===== src/hw/rtl/mrc_pkg.sv =====
// Shared types and constants of the Modbus RTU response checker.
// Used by the front, back, command queue and top modules; depends on nothing.
package mrc_pkg;

    localparam int MAX_REGS_DEF = 16;
    localparam int CNT_W        = 5;
    localparam int CFG_IDX_W    = 2;
    localparam int CFG_DATA_W   = 8;

    localparam logic [CFG_IDX_W-1:0] CFG_SLAVE_ADDR = 2'd0;
    localparam logic [CFG_IDX_W-1:0] CFG_WRITE_MODE = 2'd1;
    localparam logic [CFG_IDX_W-1:0] CFG_REG_COUNT  = 2'd2;

    localparam logic [7:0]  FUNC_READ   = 8'h03;
    localparam logic [7:0]  FUNC_WRITE  = 8'h06;
    localparam logic [15:0] CRC_INIT    = 16'hFFFF;
    localparam logic [15:0] CRC_POLY    = 16'hA001;
    localparam int          BYTE_BITS   = 8;

    typedef enum logic [2:0] {
        ST_OK      = 3'd0,
        ST_HEADER  = 3'd1,
        ST_COUNT   = 3'd2,
        ST_CRC     = 3'd3,
        ST_TIMEOUT = 3'd4
    } t_status;

    typedef struct packed {
        t_status          status;
        logic             is_read;
        logic [CNT_W-1:0] count;
        logic             bank;
    } t_cmd;

    typedef struct packed {
        logic valid;
        logic bank;
    } t_release;

    typedef enum logic {
        BK_IDLE,
        BK_READ
    } t_back_state;

endpackage


===== src/hw/rtl/mrc_front.sv =====
// Front part: configuration registers, byte parsing, CRC and word capture.
// Uses mrc_pkg; issues one command per frame end or timeout to the queue.
module mrc_front #(
    parameter int  MAX_REGS = mrc_pkg::MAX_REGS_DEF,
    localparam int IDX_W    = (MAX_REGS > 1) ? $clog2(MAX_REGS) : 1,
    localparam int RAM_AW   = IDX_W + 1
) (
    input  logic                           i_clk,
    input  logic                           i_rst_n,
    input  logic                           i_cfg_we,
    input  logic [mrc_pkg::CFG_IDX_W-1:0]  i_cfg_index,
    input  logic [mrc_pkg::CFG_DATA_W-1:0] i_cfg_data,
    input  logic                           i_push,
    input  logic                           i_req_type,
    input  logic [7:0]                     i_rx_byte,
    output logic                           o_full,
    input  logic                           i_cmd_full,
    output logic                           o_cmd_push,
    output mrc_pkg::t_cmd                  o_cmd,
    output logic                           o_ram_we,
    output logic [RAM_AW-1:0]              o_ram_waddr,
    output logic [15:0]                    o_ram_wdata,
    input  mrc_pkg::t_release              i_release
);

    function automatic logic [15:0] crc_feed(input logic [15:0] crc, input logic [7:0] b);
        logic [15:0] c;
        c = crc ^ {8'h00, b};
        for (int k = 0; k < mrc_pkg::BYTE_BITS; k++) begin
            if (c[0]) begin
                c = (c >> 1) ^ mrc_pkg::CRC_POLY;
            end else begin
                c = c >> 1;
            end
        end
        return c;
    endfunction

    logic [7:0]              r_slave;
    logic                    r_wmode;
    logic [mrc_pkg::CNT_W-1:0] r_rcount;
    logic [5:0]              r_pos;
    logic [15:0]             r_crc;
    logic                    r_hdr_bad;
    logic                    r_cnt_bad;
    logic [7:0]              r_pend_hi;
    logic [7:0]              r_crc_lo;
    logic                    r_bank;
    logic [1:0]              r_busy;

    logic [5:0]              n_pos;
    logic [15:0]             n_crc;
    logic                    n_hdr_bad;
    logic                    n_cnt_bad;
    logic [7:0]              n_pend_hi;
    logic [7:0]              n_crc_lo;
    logic                    n_bank;

    logic                    accept;
    logic [mrc_pkg::CNT_W-1:0] cnt;
    logic [6:0]              frame_len;
    logic [6:0]              pos_p2;
    logic                    in_body;
    logic                    at_crc_lo;
    logic [mrc_pkg::CNT_W-1:0] widx;
    logic [15:0]             recv_crc;
    logic                    set_busy;

    assign o_full = i_cmd_full || r_busy[r_bank];
    assign accept = i_push && !o_full;

    always_comb begin
        if (r_rcount == '0) begin
            cnt = mrc_pkg::CNT_W'(1);
        end else if (r_rcount > mrc_pkg::CNT_W'(MAX_REGS)) begin
            cnt = mrc_pkg::CNT_W'(MAX_REGS);
        end else begin
            cnt = r_rcount;
        end
    end

    assign frame_len = r_wmode ? 7'd8 : 7'd5 + {1'b0, cnt, 1'b0};
    assign pos_p2    = {1'b0, r_pos} + 7'd2;
    assign in_body   = pos_p2 < frame_len;
    assign at_crc_lo = pos_p2 == frame_len;
    assign widx      = mrc_pkg::CNT_W'((r_pos - 6'd4) >> 1);
    assign recv_crc  = {i_rx_byte, r_crc_lo};

    assign o_ram_waddr = {r_bank, widx[IDX_W-1:0]};
    assign o_ram_wdata = {r_pend_hi, i_rx_byte};

    always_comb begin
        n_pos      = r_pos;
        n_crc      = r_crc;
        n_hdr_bad  = r_hdr_bad;
        n_cnt_bad  = r_cnt_bad;
        n_pend_hi  = r_pend_hi;
        n_crc_lo   = r_crc_lo;
        n_bank     = r_bank;
        set_busy   = 1'b0;
        o_ram_we   = 1'b0;
        o_cmd_push = 1'b0;
        o_cmd      = '{status: mrc_pkg::ST_OK, is_read: 1'b0, count: cnt, bank: r_bank};

        if (accept) begin
            if (i_req_type) begin
                o_cmd_push    = 1'b1;
                o_cmd.status  = mrc_pkg::ST_TIMEOUT;
            end else if (in_body) begin
                n_crc = crc_feed(r_crc, i_rx_byte);
                n_pos = r_pos + 6'd1;
                if (r_pos == 6'd0) begin
                    if (i_rx_byte != r_slave) begin
                        n_hdr_bad = 1'b1;
                    end
                end else if (r_pos == 6'd1) begin
                    if (i_rx_byte != (r_wmode ? mrc_pkg::FUNC_WRITE : mrc_pkg::FUNC_READ)) begin
                        n_hdr_bad = 1'b1;
                    end
                end else if (!r_wmode) begin
                    if (r_pos == 6'd2) begin
                        if (i_rx_byte != {2'b00, cnt, 1'b0}) begin
                            n_cnt_bad = 1'b1;
                        end
                    end else if (r_pos[0]) begin
                        n_pend_hi = i_rx_byte;
                    end else if (widx < mrc_pkg::CNT_W'(MAX_REGS)) begin
                        o_ram_we = 1'b1;
                    end
                end
            end else if (at_crc_lo) begin
                n_crc_lo = i_rx_byte;
                n_pos    = r_pos + 6'd1;
            end else begin
                o_cmd_push = 1'b1;
                if (r_hdr_bad) begin
                    o_cmd.status = mrc_pkg::ST_HEADER;
                end else if (!r_wmode && r_cnt_bad) begin
                    o_cmd.status = mrc_pkg::ST_COUNT;
                end else if (recv_crc != r_crc) begin
                    o_cmd.status = mrc_pkg::ST_CRC;
                end else if (!r_wmode) begin
                    o_cmd.is_read = 1'b1;
                    set_busy      = 1'b1;
                    n_bank        = !r_bank;
                end
            end

            if (o_cmd_push) begin
                n_pos     = '0;
                n_crc     = mrc_pkg::CRC_INIT;
                n_hdr_bad = 1'b0;
                n_cnt_bad = 1'b0;
                n_pend_hi = '0;
                n_crc_lo  = '0;
            end
        end
    end

    always_ff @(posedge i_clk) begin
        if (!i_rst_n) begin
            r_slave   <= 8'd1;
            r_wmode   <= 1'b0;
            r_rcount  <= mrc_pkg::CNT_W'(10);
            r_pos     <= '0;
            r_crc     <= mrc_pkg::CRC_INIT;
            r_hdr_bad <= 1'b0;
            r_cnt_bad <= 1'b0;
            r_pend_hi <= '0;
            r_crc_lo  <= '0;
            r_bank    <= 1'b0;
            r_busy    <= '0;
        end else begin
            r_pos     <= n_pos;
            r_crc     <= n_crc;
            r_hdr_bad <= n_hdr_bad;
            r_cnt_bad <= n_cnt_bad;
            r_pend_hi <= n_pend_hi;
            r_crc_lo  <= n_crc_lo;
            r_bank    <= n_bank;
            if (i_release.valid) begin
                r_busy[i_release.bank] <= 1'b0;
            end
            if (set_busy) begin
                r_busy[r_bank] <= 1'b1;
            end
            if (i_cfg_we) begin
                unique case (i_cfg_index)
                    mrc_pkg::CFG_SLAVE_ADDR: begin
                        r_slave <= i_cfg_data;
                    end
                    mrc_pkg::CFG_WRITE_MODE: begin
                        r_wmode <= i_cfg_data[0];
                    end
                    mrc_pkg::CFG_REG_COUNT: begin
                        r_rcount <= i_cfg_data[mrc_pkg::CNT_W-1:0];
                    end
                    default: begin
                    end
                endcase
            end
        end
    end

endmodule


===== config.mk =====
export PLATFORM = sky130hd
export DESIGN_NAME = mrc_front
export DESIGN_NICKNAME = d
export VERILOG_FILES = /design/src/hw/rtl/mrc_pkg.sv /design/src/hw/rtl/mrc_front.sv
export SDC_FILE = /design/constraint.sdc
export NUM_CORES = 1
export LEC_CHECK = 0
export ABC_CLOCK_PERIOD_IN_PS = 8080
export BUFFER_PORTS_ARGS = -buffer_cell sky130_fd_sc_hd__buf_2
export CORE_UTILIZATION = 54
export DETAILED_ROUTE_END_ITERATION = 10
export PLACE_DENSITY = 0.89
export SLEW_MARGIN = 20
export SYNTH_ARGS = -nofsm -noshare
export SYNTH_HDL_FRONTEND = slang
export SYNTH_SLANG_ARGS = --single-unit

===== constraint.sdc =====
create_clock -name i_clk -period 8.08 [get_ports i_clk]
set_clock_uncertainty 0.15 [all_clocks]
set_input_delay 0.404 -clock i_clk [delete_from_list [all_inputs] [get_ports i_clk]]
set_output_delay 0.404 -clock i_clk [all_outputs]
set_load 0.02 [all_outputs]

# Word level (Yosys, flattened, before mapping)
# Index checks and enable logic that the tools add are counted.
classes:
  addsub: 4
  order_cmp: 7
  n_eq_ne: 16
  n_mux: 106
  bitwise: 19
  n_reduce_logical: 29
op_table:
  columns: ["op", "count"]
  rows:
  - ["$mux W16", 32]
  - ["$mux W8", 12]
  - ["$mux W1", 42]
  - ["$mux W6", 4]
  - ["$not A2 Y3", 8]
  - ["$reduce_and A8 Y1", 3]
  - ["$ne A16 B16 Y1", 1]
  - ["$xor A16 B8 Y16", 1]
  - ["$mux W2", 6]
  - ["$mux W4", 3]
  - ["$ne A2 B1 Y1 const B", 6]
  - ["$mux W5", 2]
  - ["$reduce_bool A2 Y1", 5]
  - ["$reduce_bool A3 Y1", 3]
  - ["$ne A8 B3 Y1", 1]
  - ["$ne A8 B6 Y1", 1]
  - ["$ne A8 B8 Y1", 1]
  - ["$add A3 B6 Y7 const A", 1]
  - ["$add A6 B2 Y7 const B", 1]
  - ["$eq A7 B7 Y1", 1]
  - ["$lt A7 B7 Y1", 1]
  - ["$mux W7", 1]
  - ["$not A1 Y1", 7]
  - ["$add A6 B1 Y6 const B", 1]
  - ["25 further kinds", 37]
word_totals:
  ff_bits: 57
  in_bits: 26
  out_inout_bits: 34
  word_cells: 192

# Logic depth before layout (Yosys ltp)
# Gate-level depths: netlist of the first run.
logic_depth:
  depth_word: 44
  mapped_depth: 13
  depth_no_buf: 11

# Least setup slack after synthesis of the first run
# Ideal clock, no wire load.
synth_timing:
  kind: "register to output"
  start: "reg r_rcount[4] (netlist name)"
  end: "out o_ram_we"
  arrival_time_ns: 3.045
  t_required_ns: 7.526
  path_slack_ns: 4.481
  stages_incl_launch_ff: 12
  path_buffers: 1
  cell_sequence: "dfxtp_1 > clkbuf_1 > nor2b_1 > ha_1 > xor2_1 > nand2_1 > ha_1 > a21oi_1 > nor2_1 > a211oi_2 > nand3_1 > nor4_1"
synth_lines:
  columns: ["element", "line", "source"]
  rows:
  - ["from (decl)", "mrc_front.sv:41", "logic [mrc_pkg::CNT_W-1:0] r_rcount;"]
  - ["from (signal assigned)", "mrc_front.sv:164", "r_rcount <= mrc_pkg::CNT_W'(10);"]
  - ["from (signal assigned)", "mrc_front.sv:196", "r_rcount <= i_cfg_data[mrc_pkg::CNT_W-1:0];"]
  - ["to (decl)", "mrc_front.sv:20", "output logic o_ram_we,"]

# Worst setup path in the final report of the first run
layout_timing:
  start: "reg r_rcount[1] (netlist name)"
  end: "out o_ram_we"
layout_via:
  elab_chain_cells: 9
  elab_cells_between_ends: 10
  cone_classes: "add/sub: 1; order compare: 2; mux: 6; reduce/logical: 1"
layout_lines:
  columns: ["element", "line", "source"]
  rows:
  - ["$gt A5 B5 Y1", "mrc_front.sv:75", "end else if (r_rcount > mrc_pkg::CNT_W'(MAX_REGS)) begin"]
  - ["$mux W5", "mrc_front.sv:75", null]
  - ["$mux W5 *", "mrc_front.sv:73", "if (r_rcount == '0) begin"]
  - ["$add A3 B6 Y7 *", "mrc_front.sv:82", "assign frame_len = r_wmode ? 7'd8 : 7'd5 + {1'b0, cnt, 1'b0};"]
  - ["$mux W7 *", "mrc_front.sv:82", null]
  - ["$lt A7 B7 Y1 *", "mrc_front.sv:84", "assign in_body = pos_p2 < frame_len;"]
  - ["$mux W1 *", "mrc_front.sv:109", "end else if (in_body) begin"]
  - ["$mux W1 *", "mrc_front.sv:106", "if (i_req_type) begin"]
  - ["$mux W1 *", "mrc_front.sv:105", "if (accept) begin"]
# Every way passes the cells marked *; elsewhere a longest branch is shown, timed or not.

==> results of run 1 <==
-- power by group through the flow --
stage,sequential [mW],clock [mW],combinational [mW]
global route,0.305,0.317,0.145
detailed placement,0.309,0,0.132
global placement,0.309,0,0.129
finish,0.304,0.304,0.135
CTS,0.303,0.302,0.134
floorplan,0.307,0,0.106
-- final cells by class --
type	instances	area, um2	share of cell area
flip-flops and latches	57	1141	0.2859
inverters	15	56.30	0.01411
clock buffers	11	141.4	0.03542
repair buffers	61	310.3	0.07774
clock inverters	5	78.83	0.01975
multi-input cells	298	2167	0.5429
well taps	77	96.34	0.02414
-- worst min path at each step --
stage | start | endpoint | slack, ns | cells past startpoint
global placement | r_pend_hi[1] | r_pend_hi[1] | 0.30 | 2
CTS | i_cfg_data[5] | r_slave[5] | 0.14 | 3
detailed placement | r_pend_hi[1] | r_pend_hi[1] | 0.31 | 2
global route | i_cfg_data[5] | r_slave[5] | 0.15 | 3
floorplan | r_cnt_bad | r_cnt_bad | 0.30 | 2
finish | i_cfg_data[5] | r_slave[5] | 0.15 | 3
-- cell usage in the layout, fill, tap and decap left out, types with 2 or more instances in the layout --
| cell | netlist | final |
|---|---|---|
| and3_1 | 2 | 2 |
| buf_4 | 11 | 2 |
| a21oi_1 | 16 | 16 |
| inv_1 | 14 | 14 |
| or3_1 | 4 | 4 |
| and3b_1 | 2 | 2 |
| mux2i_1 | 21 | 21 |
| bufinv_16 | 0 | 2 |
| nor4_1 | 8 | 8 |
| nand2_1 | 28 | 28 |
| a211o_1 | 3 | 3 |
| a2111oi_4 | 2 | 2 |
| nor2_1 | 46 | 46 |
| o211ai_1 | 2 | 2 |
| o21ai_0 | 13 | 13 |
| o21a_1 | 2 | 2 |
| nor3_1 | 5 | 5 |
| xnor2_1 | 27 | 27 |
| clkbuf_8 | 0 | 10 |
| xor2_1 | 26 | 26 |
| buf_2 | 8 | 59 |
| nor2b_1 | 5 | 5 |
| dfxtp_1 | 57 | 57 |
| a221o_1 | 6 | 6 |
| o21ai_1 | 3 | 3 |
| nand3_1 | 8 | 8 |
| nor3b_1 | 2 | 2 |
| a31oi_1 | 3 | 3 |
| clkinv_2 | 0 | 2 |
| ha_1 | 16 | 16 |
| a21boi_0 | 2 | 2 |
| nand3b_1 | 2 | 2 |
| nand4_1 | 14 | 14 |
| a22oi_1 | 8 | 8 |
| xnor2_2 | 2 | 2 |
-- critical path, stage by stage, from the launching register on --
cell and delay (ns):
dfxtp_1 0.43, nor2b_1 0.23, ha_1 0.19, xor2_1 0.13
nand2_1 0.07, ha_1 0.30, a21oi_1 0.16, nor2_1 0.09
a211oi_2 0.34, nand3_1 0.36, nor4_1 0.43, buf_2 0.24
-- kinds of logic (layout without fill, tap and decap cells) --
kind of cell	Yosys count	in the layout	share of synthesized area
adder cells (fa/ha/maj)	16	16	0.05658
XOR/XNOR	58	58	0.1612
flip-flops	57	57	0.3225
buffers and inverters	49	92	0.06648
other	1	1	0.001060
AO/OA/AOI/OAI	70	70	0.1496
AND/OR/NAND/NOR	132	132	0.1832
multiplexers	21	21	0.05941
-- per-layer routing --
layer  wire length, um  vias up  track usage  part of all wire
met2              4222      150       0.4314              0.48
met1              3694     1474       0.3235              0.42
met5                 0        -            0                 0
li1                  -     1480            -                 -
met3               575       38      0.06958             0.065
met4               331        0       0.1301             0.038
-- flip-flops by register name (all words and copies together) (netlist names) --
register	cells
r_pos	6
r_busy	2
r_bank	1
r_wmode	1
r_hdr_bad	1
r_rcount	5
r_cnt_bad	1
r_slave	8
r_crc	16
r_crc_lo	8
r_pend_hi	8
-- metrics by stage --
stage               setup WS [ns]  std cells  total power, mW    util  instance area [um2]
floorplan                   4.481        404           0.4132       -                 3538
global placement            4.790        508           0.4370  0.5931                 3766
detailed placement          4.646        508           0.4414  0.5931                 3766
CTS                         4.274        524           0.7398  0.6278                 3986
global route                3.938        524           0.7669  0.6286                 3991
finish                      4.195        524           0.7424  0.6286                 3991
==> results.json, run 1 <==
{
  "row_count": 29,
  "drive_gt1_frac": 0.1991,
  "synth_area_um2": 3538,
  "power.share.switching": 0.2813,
  "fillers": 500,
  "syn-num-nets": 446,
  "core-area_um2": 6350,
  "ys_top_cells_by_area": "dfxtp_1 32%, xnor2_1 6.7%, xor2_1 6.4%",
  "grt_pass1_vias": 3024,
  "synth_cells": 404,
  "die_h_um": 82.95,
  "period_minus_slack_ns": 3.885,
  "syn2layout_area_growth_pct": 12.80,
  "hold_path.class": "in -> reg",
  "cts_tree": "yes",
  "tightestPinTransition_ns": 0.7191,
  "ctsResizeCount": 0,
  "io_pins": 60,
  "crit_path_end_kind": "output port",
  "drc": 0,
  "status": "finished clean",
  "hold_slack_ns": 0.1457,
  "intPower_uw": 533.6,
  "nets": 484,
  "cts_htree_levels": 3,
  "clock_path_buffers": 2,
  "grt_max_degree": 30,
  "track_usage": 0.2647,
  "clock.fmax_mhz": 257.4,
  "antenna_found_initial": 0,
  "reg2reg_from": "r_rcount[1]",
  "cap_violations": 0,
  "grt_overflow": 0,
  "worstSkewPairLatency_ns": 0.35,
  "clk_pin_slew_ns": 0.07,
  "clock-sinks": 57,
  "numCtsBuffers": 9,
  "postSynthAreaPerCell_um2": 8.758,
  "relSlewSlack": 0.5200,
  "fin_setup_tns_ns": 0,
  "drt_iter0_drc": 314,
  "ant_nets": 0,
  "wirelength_um": 8823,
  "critical_path_required_ns": 7.53,
  "cts_setup_buffers": 0,
  "p_comb_frac": 0.182,
  "initial_utilization": 0.5572,
  "yosys_warnings": 0,
  "arrival_ns": 3.33,
  "synth_enable_flop_cells": 0,
  "crit_start": "r_rcount[1]",
  "fp.dieW_um": 82.95,
  "reg2reg_to": "r_crc[6]",
  "period_share": 0.4809,
  "synth.distinct_cells": 55,
  "critPathCapture": "o_ram_we",
  "dpl.hpwl_um": 6224,
  "p_clk_frac": 0.409,
  "power_frac_seq": 0.409,
  "drv_slew": 0,
  "ys.flop_type": "dfxtp_1",
  "setup_viol": 0,
  "cp-start-kind": "flip-flop",
  "dr.pass1.iters": 8,
  "p_leak_nw": 1.699,
  "wire_per_inst_um": 16.84,
  "ys_seq_elements": 57,
  "path_max_fanout": 8,
  "clockRootBuffer": "clkbuf_8",
  "portBuffers": 59,
  "hold_buffers": 0,
  "hold_viol_final": 0,
  "async_reset_ff_frac": 0,
  "yosys.area.top_type": "dfxtp_1",
  "netlist_top_cells_count": "57 x dfxtp_1, 46 x nor2_1, 28 x nand2_1, 27 x xnor2_1, 26 x xor2_1",
  "reg2reg_slack_ns": 4.61,
  "power_density_nw_per_um2": 186.0,
  "synth.most_common_cell": "dfxtp_1",
  "place_congestion": 0.9363,
  "die_area_um2": 6881,
  "via_count": 3142,
  "critPathKind": "reg -> out",
  "vdd_ir_drop_max_mv": 0.1336,
  "p_sw_uw": 208.8,
  "seq_area_frac_synth": 0.3225,
  "grt_pass1_wl_um": 14460,
  "grt_setup_unrepaired": "false",
  "worst-r2r-cell-count": 11,
  "synth_top_area_share": 0.3225,
  "viasPerCell": 5.996,
  "antennaDiodeCount": 0
}
No activity file was read; power rests on OpenSTA's default activity.
==> inputs of run 2 (changes only) <==
- ABC_CLOCK_PERIOD_IN_PS: 8080 -> 3300
- CORE_UTILIZATION: 54 -> 51
- PLACE_DENSITY: 0.89 -> 0.88
- clock period: 8.08 -> 3.3 ns (I/O delays scaled with it)
==> results.json, run 2 (synthesis results as in run 1) <==
{
  "grt_pass1_wl_um": 14830,
  "dpl.hpwl_um": 6469,
  "clock.fmax_mhz": 312.7,
  "p_leak_nw": 1.795,
  "fp.dieW_um": 85.30,
  "p_sw_uw": 499.0,
  "path_max_fanout": 8,
  "clock_path_buffers": 2,
  "clockRootBuffer": "clkbuf_8",
  "numCtsBuffers": 9,
  "power.share.switching": 0.2726,
  "grt_max_degree": 30,
  "final_cell_mix": "59 x buf_2, 57 x dfxtp_1, 46 x nor2_1",
  "wirelength_um": 9201,
  "final_common_cell": "buf_2",
  "fin_setup_tns_ns": 0,
  "core-area_um2": 6531,
  "power_frac_seq": 0.405,
  "antenna_found_initial": 0,
  "dr.pass1.iters": 4,
  "worstSkewPairLatency_ns": 0.35,
  "clock-sinks": 57,
  "clk_pin_slew_ns": 0.07,
  "track_usage": 0.2638,
  "drt_iter0_drc": 289,
  "finalCoreUtilization": 0.6404,
  "antennaDiodeCount": 0,
  "nets": 502,
  "tightestPinTransition_ns": 0.7429,
  "portBuffers": 59,
  "arrival_ns": 2.88,
  "initial_utilization": 0.5418,
  "p_clk_frac": 0.403,
  "io_pins": 60,
  "ant_nets": 0,
  "drc": 0,
  "intPower_mw": 1.332,
  "crit_path_end_kind": "output port",
  "die_h_um": 85.30,
  "drive_gt1_frac": 0.2203,
  "cap_violations": 0,
  "setup_viol": 0,
  "hold_path.class": "in -> reg",
  "drv_slew": 0,
  "regMostFlops": "r_crc",
  "relSlewSlack": 0.5042,
  "hold_viol_final": 0,
  "grt_pass1_vias": 3091,
  "grt_overflow": 0,
  "place_congestion": 0.9157,
  "viasPerCell": 5.907,
  "wire_per_inst_um": 17.04,
  "critPathKind": "reg -> out",
  "power_density_nw_per_um2": 437.6,
  "critical_path_required_ns": 2.98,
  "cts_htree_levels": 3,
  "cts_tree": "yes",
  "largest_reg_flops": 16,
  "status": "finished clean",
  "cp-start-kind": "flip-flop",
  "die_area_um2": 7275,
  "row_count": 29,
  "syn2layout_area_growth_pct": 18.21,
  "vdd_ir_drop_max_mv": 0.3676,
  "period_share": 0.9689,
  "period_minus_slack_ns": 3.197,
  "p_comb_frac": 0.192,
  "via_count": 3190
}
-- run 2: per-layer routing --
layer,track usage,share of wire,up-vias
met5,0,0,-
met4,0.1152,0.026,0
met3,0.05350,0.067,24
met2,0.4516,0.49,139
met1,0.3215,0.42,1517
li1,-,-,1510
-- run 2: cell type report --
cell class	instances	area, um2
fillers	546	2349
multi-input cells	298	2195
flip-flops and latches	57	1141
repair buffers	79	478.0
clock buffers	11	151.4
well taps	77	96.34
clock inverters	3	65.06
inverters	15	56.30
-- run 2: critical path, stage by stage (launching register included) --
cell and delay (ns):
dfxtp_1 0.50, clkinv_1 0.32, nand2_1 0.13, ha_1 0.25, nor2b_1 0.15, o21ai_1 0.26, a21o_1 0.26, nand3_1 0.16
nor4_2 0.28, buf_2 0.22
-- run 2: metrics by stage --
step	hold slack [ns]	setup slack (ns)	std cells	area (um2)	total power, mW
floorplan	0.1401	0.08521	404	3545	1.012
global placement	0.2563	0.2437	516	3832	1.073
detailed placement	0.2667	0.1257	516	3832	1.090
CTS	0.008257	0.06104	538	4129	1.830
global route	0.03937	-0.02326	540	4183	1.891
finish	0.01734	0.1025	540	4183	1.831
-- run 2: what timing repair did --
| item | in CTS | in global routing |
|---|---|---|
| hold buffers | 8 | 0 |
| gates resized for setup | 0 | 8 |
| endpoints found under the setup margin | 0 | 26 |
| hold endpoints to repair | 14 | 0 |
| buffers inserted | 0 | 2 |
-- run 2: worst paths after layout --
kind | from | endpoint | slack, ns | cells past startpoint
worst max-delay path | r_wmode | o_ram_we | 0.10 | 9
worst min-delay path | i_release[0] | r_busy[0] | 0.02 | 3
worst max register to register | r_rcount[2] | r_crc[6] | 0.24 | 11
worst min register to register | r_pend_hi[3] | r_pend_hi[3] | 0.31 | 2
-- run 2: power groups by stage --
stage	combinational (mW)	clock (mW)	sequential (mW)
floorplan	0.261	0	0.752
global placement	0.318	0	0.755
detailed placement	0.333	0	0.756
CTS	0.344	0.745	0.741
global route	0.379	0.767	0.744
finish	0.352	0.737	0.742
